===== src/sv/sa_pkg.sv =====
package sa_pkg;

  localparam int SIZE_W = 20;
  localparam int CAP_W  = 21;
  localparam int BYTE_W = 32;

  typedef enum logic [1:0] {
    CMD_ALLOC = 2'd0,
    CMD_FREE  = 2'd1,
    CMD_CLEAR = 2'd2
  } sa_cmd_t;

  typedef enum logic [1:0] {
    ST_OK       = 2'd0,
    ST_FULL     = 2'd1,
    ST_EMPTY    = 2'd2,
    ST_MISMATCH = 2'd3
  } sa_status_t;

  // One stack entry: block size and fallback mark.
  typedef struct packed {
    logic [SIZE_W-1:0] size;
    logic              fallback;
  } sa_entry_t;

  // Shift control broadcast along the cell row.
  typedef struct packed {
    logic push;
    logic pop;
  } sa_shift_t;

endpackage


===== src/sv/stack_arena_allocator_top.sv =====
// Channel | Direction | Handshake          | Payload
// in_     | input     | in_valid/in_stall  | command, size, free_offset
// out_    | output    | out_valid/out_stall| offset, fallback, status, bytes_in_use,
//         |           |                    | peak_bytes, grow_advised
// cfg_    | input     | cfg_valid/cfg_ready| arena_capacity
//
// Rate: one item per clock while in_stall is low; the result is loaded into the output
//   register in the cycle after acceptance, together with the update of the top cell
//   and the counters.
// Reset: synchronous active low; clears counters, capacity to 65536, output empty.
//   Entry cells are not cleared, they are only read after being written.
// Stalls: in_stall rises only while a result waits and out_stall is high.
module stack_arena_allocator_top #(
  parameter int ENTRY_DEPTH = 32
) (
  input  logic                        clk,
  input  logic                        rst_n,

  input  logic                        in_valid,
  output logic                        in_stall,
  input  logic [1:0]                  in_command,
  input  logic [sa_pkg::SIZE_W-1:0]   in_size,
  input  logic [sa_pkg::SIZE_W-1:0]   in_free_offset,

  output logic                        out_valid,
  input  logic                        out_stall,
  output logic [sa_pkg::SIZE_W-1:0]   out_offset,
  output logic                        out_fallback,
  output logic [1:0]                  out_status,
  output logic [sa_pkg::BYTE_W-1:0]   out_bytes_in_use,
  output logic [sa_pkg::BYTE_W-1:0]   out_peak_bytes,
  output logic                        out_grow_advised,

  input  logic                        cfg_valid,
  output logic                        cfg_ready,
  input  logic [sa_pkg::CAP_W-1:0]    cfg_arena_capacity
);

  localparam int CNT_BITS = $clog2(ENTRY_DEPTH + 1);
  localparam logic [CNT_BITS-1:0] FULL_COUNT = CNT_BITS'(ENTRY_DEPTH);
  localparam logic [sa_pkg::CAP_W-1:0] CAP_RESET = sa_pkg::CAP_W'(65536);

  // Architectural state
  logic [sa_pkg::CAP_W-1:0]  cap_r;
  logic [sa_pkg::CAP_W-1:0]  top_r, top_nxt;
  logic [CNT_BITS-1:0]       count_r, count_nxt;
  logic [sa_pkg::BYTE_W-1:0] live_r, live_nxt;
  logic [sa_pkg::BYTE_W-1:0] peak_r, peak_nxt;

  // Output register
  logic                       out_valid_r;
  logic [sa_pkg::SIZE_W-1:0]  offset_r, offset_nxt;
  logic                       fallback_r, fallback_nxt;
  sa_pkg::sa_status_t         status_r, status_nxt;
  logic                       grow_r, grow_nxt;

  logic                       accept;
  sa_pkg::sa_shift_t          shift;
  sa_pkg::sa_entry_t          push_entry;
  sa_pkg::sa_entry_t          top_entry;

  logic [sa_pkg::CAP_W:0]     alloc_sum;
  logic                       fits;
  logic [sa_pkg::BYTE_W:0]    live_add;
  logic [sa_pkg::CAP_W-1:0]   top_less;
  logic                       bad_free;

  assign cfg_ready = 1'b1;
  assign in_stall  = out_valid_r & out_stall;
  assign accept    = in_valid & ~in_stall;

  // Allocation fit check: top plus request against capacity, one bit of headroom.
  assign alloc_sum = {1'b0, top_r} + {2'b00, in_size};
  assign fits      = alloc_sum <= {1'b0, cap_r};
  assign live_add  = {1'b0, live_r} + {{(sa_pkg::BYTE_W - sa_pkg::SIZE_W + 1){1'b0}}, in_size};

  // Free check against the newest entry held in cell 0
  assign top_less = top_r - {1'b0, top_entry.size};
  assign bad_free = (top_entry.size != in_size) ||
                    (!top_entry.fallback &&
                     ((top_r < {1'b0, top_entry.size}) || (top_less != {1'b0, in_free_offset})));

  assign push_entry.size     = in_size;
  assign push_entry.fallback = ~fits;

  always_comb begin
    top_nxt      = top_r;
    count_nxt    = count_r;
    live_nxt     = live_r;
    peak_nxt     = peak_r;
    offset_nxt   = '0;
    fallback_nxt = 1'b0;
    status_nxt   = sa_pkg::ST_OK;
    shift        = '0;

    unique case (sa_pkg::sa_cmd_t'(in_command))
      sa_pkg::CMD_ALLOC: begin
        if (count_r == FULL_COUNT) begin
          status_nxt = sa_pkg::ST_FULL;
        end else begin
          shift.push = accept;
          if (fits) begin
            offset_nxt = top_r[sa_pkg::SIZE_W-1:0];
            top_nxt    = alloc_sum[sa_pkg::CAP_W-1:0];
          end else begin
            fallback_nxt = 1'b1;
          end
          count_nxt = count_r + CNT_BITS'(1);
          // saturate the live byte total
          live_nxt  = live_add[sa_pkg::BYTE_W] ? '1 : live_add[sa_pkg::BYTE_W-1:0];
          if (live_nxt > peak_r) begin
            peak_nxt = live_nxt;
          end
        end
      end
      sa_pkg::CMD_FREE: begin
        if (count_r == '0) begin
          status_nxt = sa_pkg::ST_EMPTY;
        end else if (bad_free) begin
          status_nxt = sa_pkg::ST_MISMATCH;
        end else begin
          shift.pop = accept;
          if (!top_entry.fallback) begin
            top_nxt = top_less;
          end
          live_nxt  = (live_r >= {12'd0, top_entry.size}) ?
                      live_r - {12'd0, top_entry.size} : '0;
          count_nxt = count_r - CNT_BITS'(1);
        end
      end
      sa_pkg::CMD_CLEAR: begin
        top_nxt   = '0;
        count_nxt = '0;
        live_nxt  = '0;
        peak_nxt  = '0;
      end
      default: begin
        // unused command: no change, ok status
      end
    endcase

    grow_nxt = peak_nxt >= {{(sa_pkg::BYTE_W - sa_pkg::CAP_W){1'b0}}, cap_r};
  end

  sa_chain #(
    .ENTRY_DEPTH (ENTRY_DEPTH)
  ) u_chain (
    .clk        (clk),
    .shift      (shift),
    .push_entry (push_entry),
    .top_entry  (top_entry)
  );

  always_ff @(posedge clk) begin
    if (!rst_n) begin
      cap_r       <= CAP_RESET;
      top_r       <= '0;
      count_r     <= '0;
      live_r      <= '0;
      peak_r      <= '0;
      out_valid_r <= 1'b0;
    end else begin
      if (cfg_valid && cfg_ready) begin
        cap_r <= cfg_arena_capacity;
      end
      if (accept) begin
        top_r       <= top_nxt;
        count_r     <= count_nxt;
        live_r      <= live_nxt;
        peak_r      <= peak_nxt;
        out_valid_r <= 1'b1;
      end else if (!out_stall) begin
        out_valid_r <= 1'b0;
      end
    end
  end

  // Result payload, loaded on accept only
  always_ff @(posedge clk) begin
    if (accept) begin
      offset_r   <= offset_nxt;
      fallback_r <= fallback_nxt;
      status_r   <= status_nxt;
      grow_r     <= grow_nxt;
    end
  end

  assign out_valid        = out_valid_r;
  assign out_offset       = offset_r;
  assign out_fallback     = fallback_r;
  assign out_status       = status_r;
  assign out_bytes_in_use = live_r;
  assign out_peak_bytes   = peak_r;
  assign out_grow_advised = grow_r;

  // Stack depth never exceeds the cell row
  a_count_bound: assert property (@(posedge clk) disable iff (!rst_n)
    count_r <= FULL_COUNT)
    else $error("entry count beyond depth");

  // Peak tracks the live total from above
  a_peak_ge_live: assert property (@(posedge clk) disable iff (!rst_n)
    peak_r >= live_r)
    else $error("peak below live bytes");

  // An empty stack holds no arena bytes
  a_empty_top: assert property (@(posedge clk) disable iff (!rst_n)
    (count_r == '0) |-> (top_r == '0))
    else $error("top nonzero with empty stack");

  // Clear empties the count, live and peak totals on the next cycle
  a_clear: assert property (@(posedge clk) disable iff (!rst_n)
    (accept && (in_command == sa_pkg::CMD_CLEAR)) |=>
      (count_r == '0 && live_r == '0 && peak_r == '0))
    else $error("clear did not empty state");

  // Cells shift only on an accepted item, never pushing and popping together
  a_shift_accept: assert property (@(posedge clk) disable iff (!rst_n)
    (shift.push || shift.pop) |-> (accept && !(shift.push && shift.pop)))
    else $error("stray cell shift");

endmodule


===== src/sv/sa_cell.sv =====
module sa_cell (
  input  logic              clk,
  input  sa_pkg::sa_shift_t shift,
  input  sa_pkg::sa_entry_t from_up,
  input  sa_pkg::sa_entry_t from_down,
  output sa_pkg::sa_entry_t entry
);

  sa_pkg::sa_entry_t entry_r;
  sa_pkg::sa_entry_t entry_nxt;

  // push moves entries away from the top, pop pulls them back
  always_comb begin
    entry_nxt = entry_r;
    if (shift.push) begin
      entry_nxt = from_up;
    end else if (shift.pop) begin
      entry_nxt = from_down;
    end
  end

  always_ff @(posedge clk) begin
    entry_r <= entry_nxt;
  end

  assign entry = entry_r;

endmodule


===== src/sv/sa_chain.sv =====
module sa_chain #(
  parameter int ENTRY_DEPTH = 32
) (
  input  logic              clk,
  input  sa_pkg::sa_shift_t shift,
  input  sa_pkg::sa_entry_t push_entry,
  output sa_pkg::sa_entry_t top_entry
);

  sa_pkg::sa_entry_t cell_q [ENTRY_DEPTH];

  for (genvar i = 0; i < ENTRY_DEPTH; i++) begin : g_cell
    sa_pkg::sa_entry_t up_d;
    sa_pkg::sa_entry_t down_d;

    if (i == 0) begin : g_first
      assign up_d = push_entry;
    end else begin : g_mid
      assign up_d = cell_q[i-1];
    end

    if (i == ENTRY_DEPTH - 1) begin : g_last
      assign down_d = '0;
    end else begin : g_inner
      assign down_d = cell_q[i+1];
    end

    sa_cell u_cell (
      .clk       (clk),
      .shift     (shift),
      .from_up   (up_d),
      .from_down (down_d),
      .entry     (cell_q[i])
    );
  end

  // cell 0 always holds the newest entry
  assign top_entry = cell_q[0];

endmodule

===== config.mk =====
export PLATFORM = sky130hd
export DESIGN_NAME = stack_arena_allocator_top
export DESIGN_NICKNAME = d
export VERILOG_FILES = /design/src/sv/sa_pkg.sv /design/src/sv/stack_arena_allocator_top.sv /design/src/sv/sa_cell.sv /design/src/sv/sa_chain.sv
export SDC_FILE = /design/constraint.sdc
export NUM_CORES = 1
export LEC_CHECK = 0
export BUFFER_PORTS_ARGS = -buffer_cell sky130_fd_sc_hd__buf_4
export CORE_ASPECT_RATIO = 0.5
export CORE_MARGIN = 1
export CORE_UTILIZATION = 33
export CTS_CLUSTER_DIAMETER = 150
export CTS_CLUSTER_SIZE = 20
export DETAILED_ROUTE_END_ITERATION = 6
export GPL_TIMING_DRIVEN = 0
export SLEW_MARGIN = 25
export SYNTH_ARGS = -nofsm -noshare
export SYNTH_HDL_FRONTEND = slang
export SYNTH_SLANG_ARGS = --single-unit

===== constraint.sdc =====
create_clock -name clk -period 68.3 [get_ports clk]
set_input_delay 3.415 -clock clk [delete_from_list [all_inputs] [get_ports clk]]
set_output_delay 3.415 -clock clk [all_outputs]
set_load 0.1 [all_outputs]

==> impl_results.md, run 1 <==
- Worst Path Required: 68.68 ns
- Ys async rst share: 0%
- Max cap viols: 0
- Area of the mapped netlist: 42100 sq um
- Crit end category: flip-flop
- Reg2Reg Setup Slack: 58.58 ns
- Vias in the first global route: 32578
- Outcome: complete, no violations
- Ys Warns: 0
- Slowest stage delay, CP: 0.76 ns
- Vias/cell: 5.07
- Clock Tree Buf Depth: 3
- Cell count after synthesis: 4575
- HP Class: flip-flop to flip-flop
- Crit-path slowest cell: a2111oi_1
- GRT Total Usage: 18.8%
- Sequential share of the synthesized area: 55.0%
- Clock Sinks: 809
- Power share of the clock group: 27.0%
- Starting Density: 33.4%
- Initial antenna violation count: 0
- Reg2reg path depth: 29
- Drc violations: 0
- Design area: 47700 sq um
- Netlist cell types: 87
- Fin crit share: 18.0%
- Leak Pwr: 19.8 nW
- Port Buffers: 155
- Core area: 126000 sq um
- Arrival time at the worst endpoint: 12.65 ns
- Worst-path clk slew: 0.09 ns
- CTS Buf Count: 46
- Die Y-Extent: 255 um
- Detail Placement HPWL: 96.5 mm
- Die W: 507 um
- Finish-stage setup viols: 0
- CTS Hold Buffers Added: 0
- Int Power: 0.756 mW
- Layout cells sized above 1: 6.29%
- First-pass GRT wire length: 190 mm
- Post-synth top flop: edfxtp_1
- Hold EP: count_r[4]
- Worst skew pair latency: 0.65 ns
- Drt wl/cell: 19.1 um
- Overall power of the completed layout: 1.08 mW
- Post-synthesis register bit count: 809
- CP Max Fanout: 10
- CTS tree: yes
- Num rows: 92
- PD cells: 22.7 nW/um^2
- CTS root buffer: clkbuf_16
- Setup Skew: 0.0267 ns
- Die footprint: 129000 sq um
- Antenna viol nets, final: 0
- Synth Area per Inst: 9.21 sq um
- IO Pins: 159
- Resize count post-CTS: 0
- Commonest non-fill, non-tap cell in the layout: nand2_1
- Setup bufs post-CTS: 0
- Rel. slew slack: 24.2%
- Pins over their slew limit: 0
- Critical Path Start Type: input port
- Post-synth EDFFs: 696
- Net switching power: 0.326 mW
- Fin Hold WS: 0.496 ns
- Least-Margin Pin Slew: 1.14 ns
- Vias: 33071
- First drt pass iteration count: 5
- Most frequent cells in the layout: nand2_1 (2056), edfxtp_1 (696), clkbuf_1 (226)
- Post-synthesis net count: 4810
- Worst reg2reg path endpoint: out_grow_advised
- GRT Residual Overflow: 0
- Worst VDD drop: 0.0180 mV
- Layout area overhead: 13.3%
- Hold Fails Final Rpt: 0
- Sw Ratio: 30.1%
- RD Place Congestion: 0.936
- Post-route setup slack: 56.03 ns
- Routed wire length: 125 mm
- DR iter-0 viols: 2625
- Worst r2r src: out_bytes_in_use[0]
- Htree depth: 2
- Min Tclk post-route: 12.27 ns
- RSZ-0062 raised after global routing: false
- WHS Path Cells: 2
- DP Worst Slack: 55.36 ns
- Combinational share of power: 20.2%
- Hold Startpoint: count_r[4]
- Maximum number of pins on one net before global-route repair: 26
- CP Class: input port to flip-flop
- Sequential power share: 52.8%
- Fmax achieved: 81.5 MHz
- Fin nets: 5051
- Cell area after placement: 46400 sq um
[worst max path at each step]
stage | startpoint | cells after the start | slack, ns | end
2_1_floorplan | in_free_offset[6] | 10 | 13.47 | u_chain.g_cell[0].u_cell.entry[0]
3_5_place_dp | in_size[0] | 30 | 55.36 | out_grow_advised
6_report | in_size[0] | 30 | 56.03 | out_grow_advised
4_1_cts | in_size[0] | 30 | 56.06 | out_grow_advised
5_1_grt | in_size[0] | 30 | 55.36 | out_grow_advised
3_3_place_gp | in_free_offset[6] | 11 | -5.70 | u_chain.g_cell[16].u_cell.entry[6]
[critical path: cells and delay by family]
kind | cells | cell delay [ns]
AO/OA/AOI/OAI | 13 | 3.96
adder cells (fa/ha/maj) | 4 | 1.39
buffers and inverters | 4 | 1.79
multiplexers | 1 | 0.35
AND/OR/NAND/NOR | 8 | 1.71
[layer usage]
metal	share of wire (%)	routed length, um	global-route usage [%]	vias to the layer above
met5	0	0	0	-
met4	2.8	3480	5.41	0
met3	5.0	6230	2.40	167
met2	46	57300	31.5	878
met1	46	57500	25.3	15950
li1	-	-	-	16076
[cell usage after synthesis, types with 24 or more instances]
| cell type | n | area (sq um) |
|---|---|---|
| nor3_1 | 80 | 400 |
| a211oi_1 | 48 | 360 |
| a21oi_1 | 141 | 706 |
| clkbuf_1 | 216 | 811 |
| nand4_1 | 29 | 181 |
| nor2_1 | 157 | 589 |
| edfxtp_1 | 696 | 20900 |
| inv_1 | 123 | 462 |
| o21ai_0 | 72 | 360 |
| a21o_1 | 44 | 330 |
| o21a_1 | 24 | 180 |
| nand3_1 | 47 | 235 |
| xnor2_1 | 66 | 578 |
| and2_1 | 53 | 332 |
| dfxtp_1 | 113 | 2260 |
| nand2_1 | 2056 | 7720 |
| xor2_1 | 28 | 245 |
| a22oi_1 | 25 | 188 |
| mux2i_1 | 52 | 521 |
| ha_1 | 162 | 2030 |
[flip-flops by register name, summed over array words and instances, names as in the netlist]
name / flops
count_r: 6
out_status: 2
out_fallback: 1
u_chain.g_cell.u_cell.entry: 672
out_offset: 20
cap_r: 21
out_bytes_in_use: 32
out_valid: 1
top_r: 21
out_peak_bytes: 32
out_grow_advised: 1
[cell families (layout without fill, tap and decap cells)]
kind of cell	Yosys count	in the layout	synth area share, %
xor+xnor	99	99	2.22
flops	809	809	55.0
fa+ha+maj	167	167	5.05
mux	61	61	1.48
compound gates	529	529	8.53
simple gates	2548	2548	24.5
buf+inv	361	617	3.29
other cells	1	2	0.00890
[metrics by stage]
stage / instances / util, % / TNS [ns]
final: 6524 / 37.8 / 0
after detailed placement: 6460 / 36.8 / 0
after floorplan: 4575 / - / 0
after CTS: 6523 / 37.8 / 0
after global routing: 6523 / 37.8 / 0
after global placement: 6422 / 36.0 / -3810.06
[power by group through the flow]
stage	combinational (mW)	sequential [mW]	clock (mW)
3_3_place_gp	0.206	0.622	0
3_5_place_dp	0.216	0.582	0
2_1_floorplan	0.127	0.627	0
6_report	0.219	0.571	0.292
5_1_grt	0.238	0.573	0.315
4_1_cts	0.217	0.571	0.301
[cell type report]
class                      instances  area (sq um)
antenna                            1          2.50
buffer                           237           925
clock buffer                      59          1220
clock inverter                     4          73.8
fill                           12634         78500
inverter                         124           465
multi-input combinational       3405         17600
sequential                       809         23200
tap                             1692          2120
timing repair buffer             193          2160
Note: power is estimated with default switching activity, not from simulation.
==> run 2, diff against run 1 <==
==> constraint.sdc (replaced) <==
create_clock -name clk -period 11.79 [get_ports clk]
set_input_delay 0.5895 -clock clk [delete_from_list [all_inputs] [get_ports clk]]
set_output_delay 0.5895 -clock clk [all_outputs]
set_load 0.1 [all_outputs]
==> run 2 against run 1 <==
Compared with the run above:
- routed wire length fell by 1.0%
- clock skew rose by 0.019 ns
- via count down 0.19%
- cell area about the same
- clock power increased to 5.8 times the previous value
- first-iteration DRC count shrank 4.6%
- cell count is essentially flat
- die area unchanged
- global-route usage shrank 0.15 points
- power increased to 5.8 times the previous value
- setup slack worse by 54 ns
- register-to-register slack got worse by 56 ns
- critical path type is now flip-flop to flip-flop
- largest cell class unchanged
==> impl_results.md, run 2 (synthesized netlist as in run 1, its figures left out) <==
- Vias in the first global route: 32046
- Power share of the clock group: 27.1%
- DR iter-0 viols: 2505
- Routed wire length: 123 mm
- PD cells: 132 nW/um^2
- Clock Tree Buf Depth: 3
- Resize count post-CTS: 0
- Final core utilization: 37.8%
- Hold Startpoint: in_valid
- Combinational share of power: 20.1%
- First drt pass iteration count: 7
- Commonest non-fill, non-tap cell in the layout: nand2_1
- CTS tree: yes
- HP Class: input port to flip-flop
- Die Y-Extent: 255 um
- Crit end category: flip-flop
- RSZ-0062 raised after global routing: false
- Rel. slew slack: 21.9%
- Most frequent cells in the layout: nand2_1 (2056), edfxtp_1 (696), clkbuf_1 (227)
- Worst r2r src: out_bytes_in_use[0]
- Worst-path clk slew: 0.11 ns
- Slowest stage delay, CP: 0.76 ns
- Layout cells sized above 1: 6.40%
- Drt wl/cell: 18.9 um
- Reg2Reg Setup Slack: 2.12 ns
- Antenna viol nets, final: 0
- Setup TNS Final: 0 ns
- Setup bufs post-CTS: 0
- Leak Pwr: 19.8 nW
- CTS Hold Buffers Added: 0
- Maximum number of pins on one net before global-route repair: 34
- Fin nets: 5051
- Drc violations: 0
- Finish-stage setup viols: 0
- CTS Buf Count: 46
- CTS root buffer: clkbuf_16
- Initial antenna violation count: 1
- Outcome: complete, no violations
- Least-Margin Pin Slew: 1.17 ns
- Vias/cell: 5.06
- Worst VDD drop: 0.112 mV
- Fillers: 12641
- IO Pins: 159
- Final std cells w/o fill: 6523
- Num rows: 92
- Sequential power share: 52.7%
- Sw Ratio: 30.2%
- Clock Sinks: 809
- Int Power: 4.38 mW
- Min Tclk post-route: 9.67 ns
- Reg2reg path depth: 29
- RD Place Congestion: 0.950
- Worst Path Required: 12.21 ns
- Max reg flops: 672
- Max cap viols: 0
- Htree depth: 2
- Die W: 507 um
- First-pass GRT wire length: 188 mm
- Fin Hold WS: 0.139 ns
- CP Max Fanout: 10
- Vias: 33009
- CP startpoint: out_bytes_in_use[0]
- GRT Residual Overflow: 0
- Net switching power: 1.90 mW
- Core area: 126000 sq um
- Worst reg2reg path endpoint: out_grow_advised
- Fin crit share: 82.0%
- Overall power of the completed layout: 6.27 mW
- Pins over their slew limit: 0
- Hold Fails Final Rpt: 0
- Placed cells: 6460
- CP Capture Point: out_grow_advised
- Worst skew pair latency: 0.67 ns
- Port Buffers: 155
- ANT cells: 0
- Critical Path Start Type: flip-flop
- Crit-path slowest cell: a2111oi_1
- GRT Total Usage: 18.6%
- Starting Density: 33.4%
- Detail Placement HPWL: 95.7 mm
- CP Class: flip-flop to flip-flop
- Setup Skew: 0.0456 ns
- Fmax achieved: 103 MHz
- Arrival time at the worst endpoint: 10.10 ns
- Die footprint: 129000 sq um
- Layout area overhead: 13.2%
==> run 2: stage by stage <==
stage	cell area [sq um]	setup slack, ns
after floorplan	42200	-2.65
after global placement	45500	-7.63
after detailed placement	46400	1.94
after CTS	47700	2.31
after global routing	47700	1.41
final	47700	2.12
==> run 2: how the worst min path moves through the flow <==
stage                  to  slack, ns  cells after the start
6_report        out_valid       0.14                      2
5_1_grt         out_valid       0.11                      2
4_1_cts         out_valid       0.10                      2
3_5_place_dp    cap_r[13]       0.48                      2
3_3_place_gp   count_r[4]       0.46                      2
2_1_floorplan  count_r[4]       0.45                      2
==> run 2: final cells by class <==
type                    count  area, sq um  area share, %
clock buffers              59         1220           2.56
flip-flops and latches    809        23200           48.6
clock inverters             4         66.3          0.139
inverters                 124          465          0.976
plain buffers             237          926           1.94
repair buffers            193         2090           4.39
well taps                1692         2120           4.44
multi-input cells        3405        17700           37.0
==> run 2: power groups by stage <==
stage / Sequential [mW] / Combinational (mW) / Clock (mW)
2_1_floorplan: 3.50 / 0.735 / 0
3_3_place_gp: 3.42 / 1.19 / 0
3_5_place_dp: 3.37 / 1.24 / 0
4_1_cts: 3.31 / 1.25 / 1.75
5_1_grt: 3.32 / 1.38 / 1.83
6_report: 3.31 / 1.26 / 1.70
==> run 2: routing by layer <==
layer	GRT usage, %	vias to the layer above	wire length [um]
met5	0	-	13
met3	2.74	189	7140
met4	6.04	2	3960
li1	-	16045	-
met2	30.9	923	56400
met1	24.9	15850	55800
==> run 2: worst max-delay path: cells and delay by family (launching register included) <==
family                   cells  cell delay, ns
AO/OA/AOI/OAI               13            3.96
adder cells (fa/ha/maj)      4            1.40
buffers and inverters        3            1.59
flip-flops                   1            0.40
multiplexers                 1            0.36
AND/OR/NAND/NOR              8            1.71
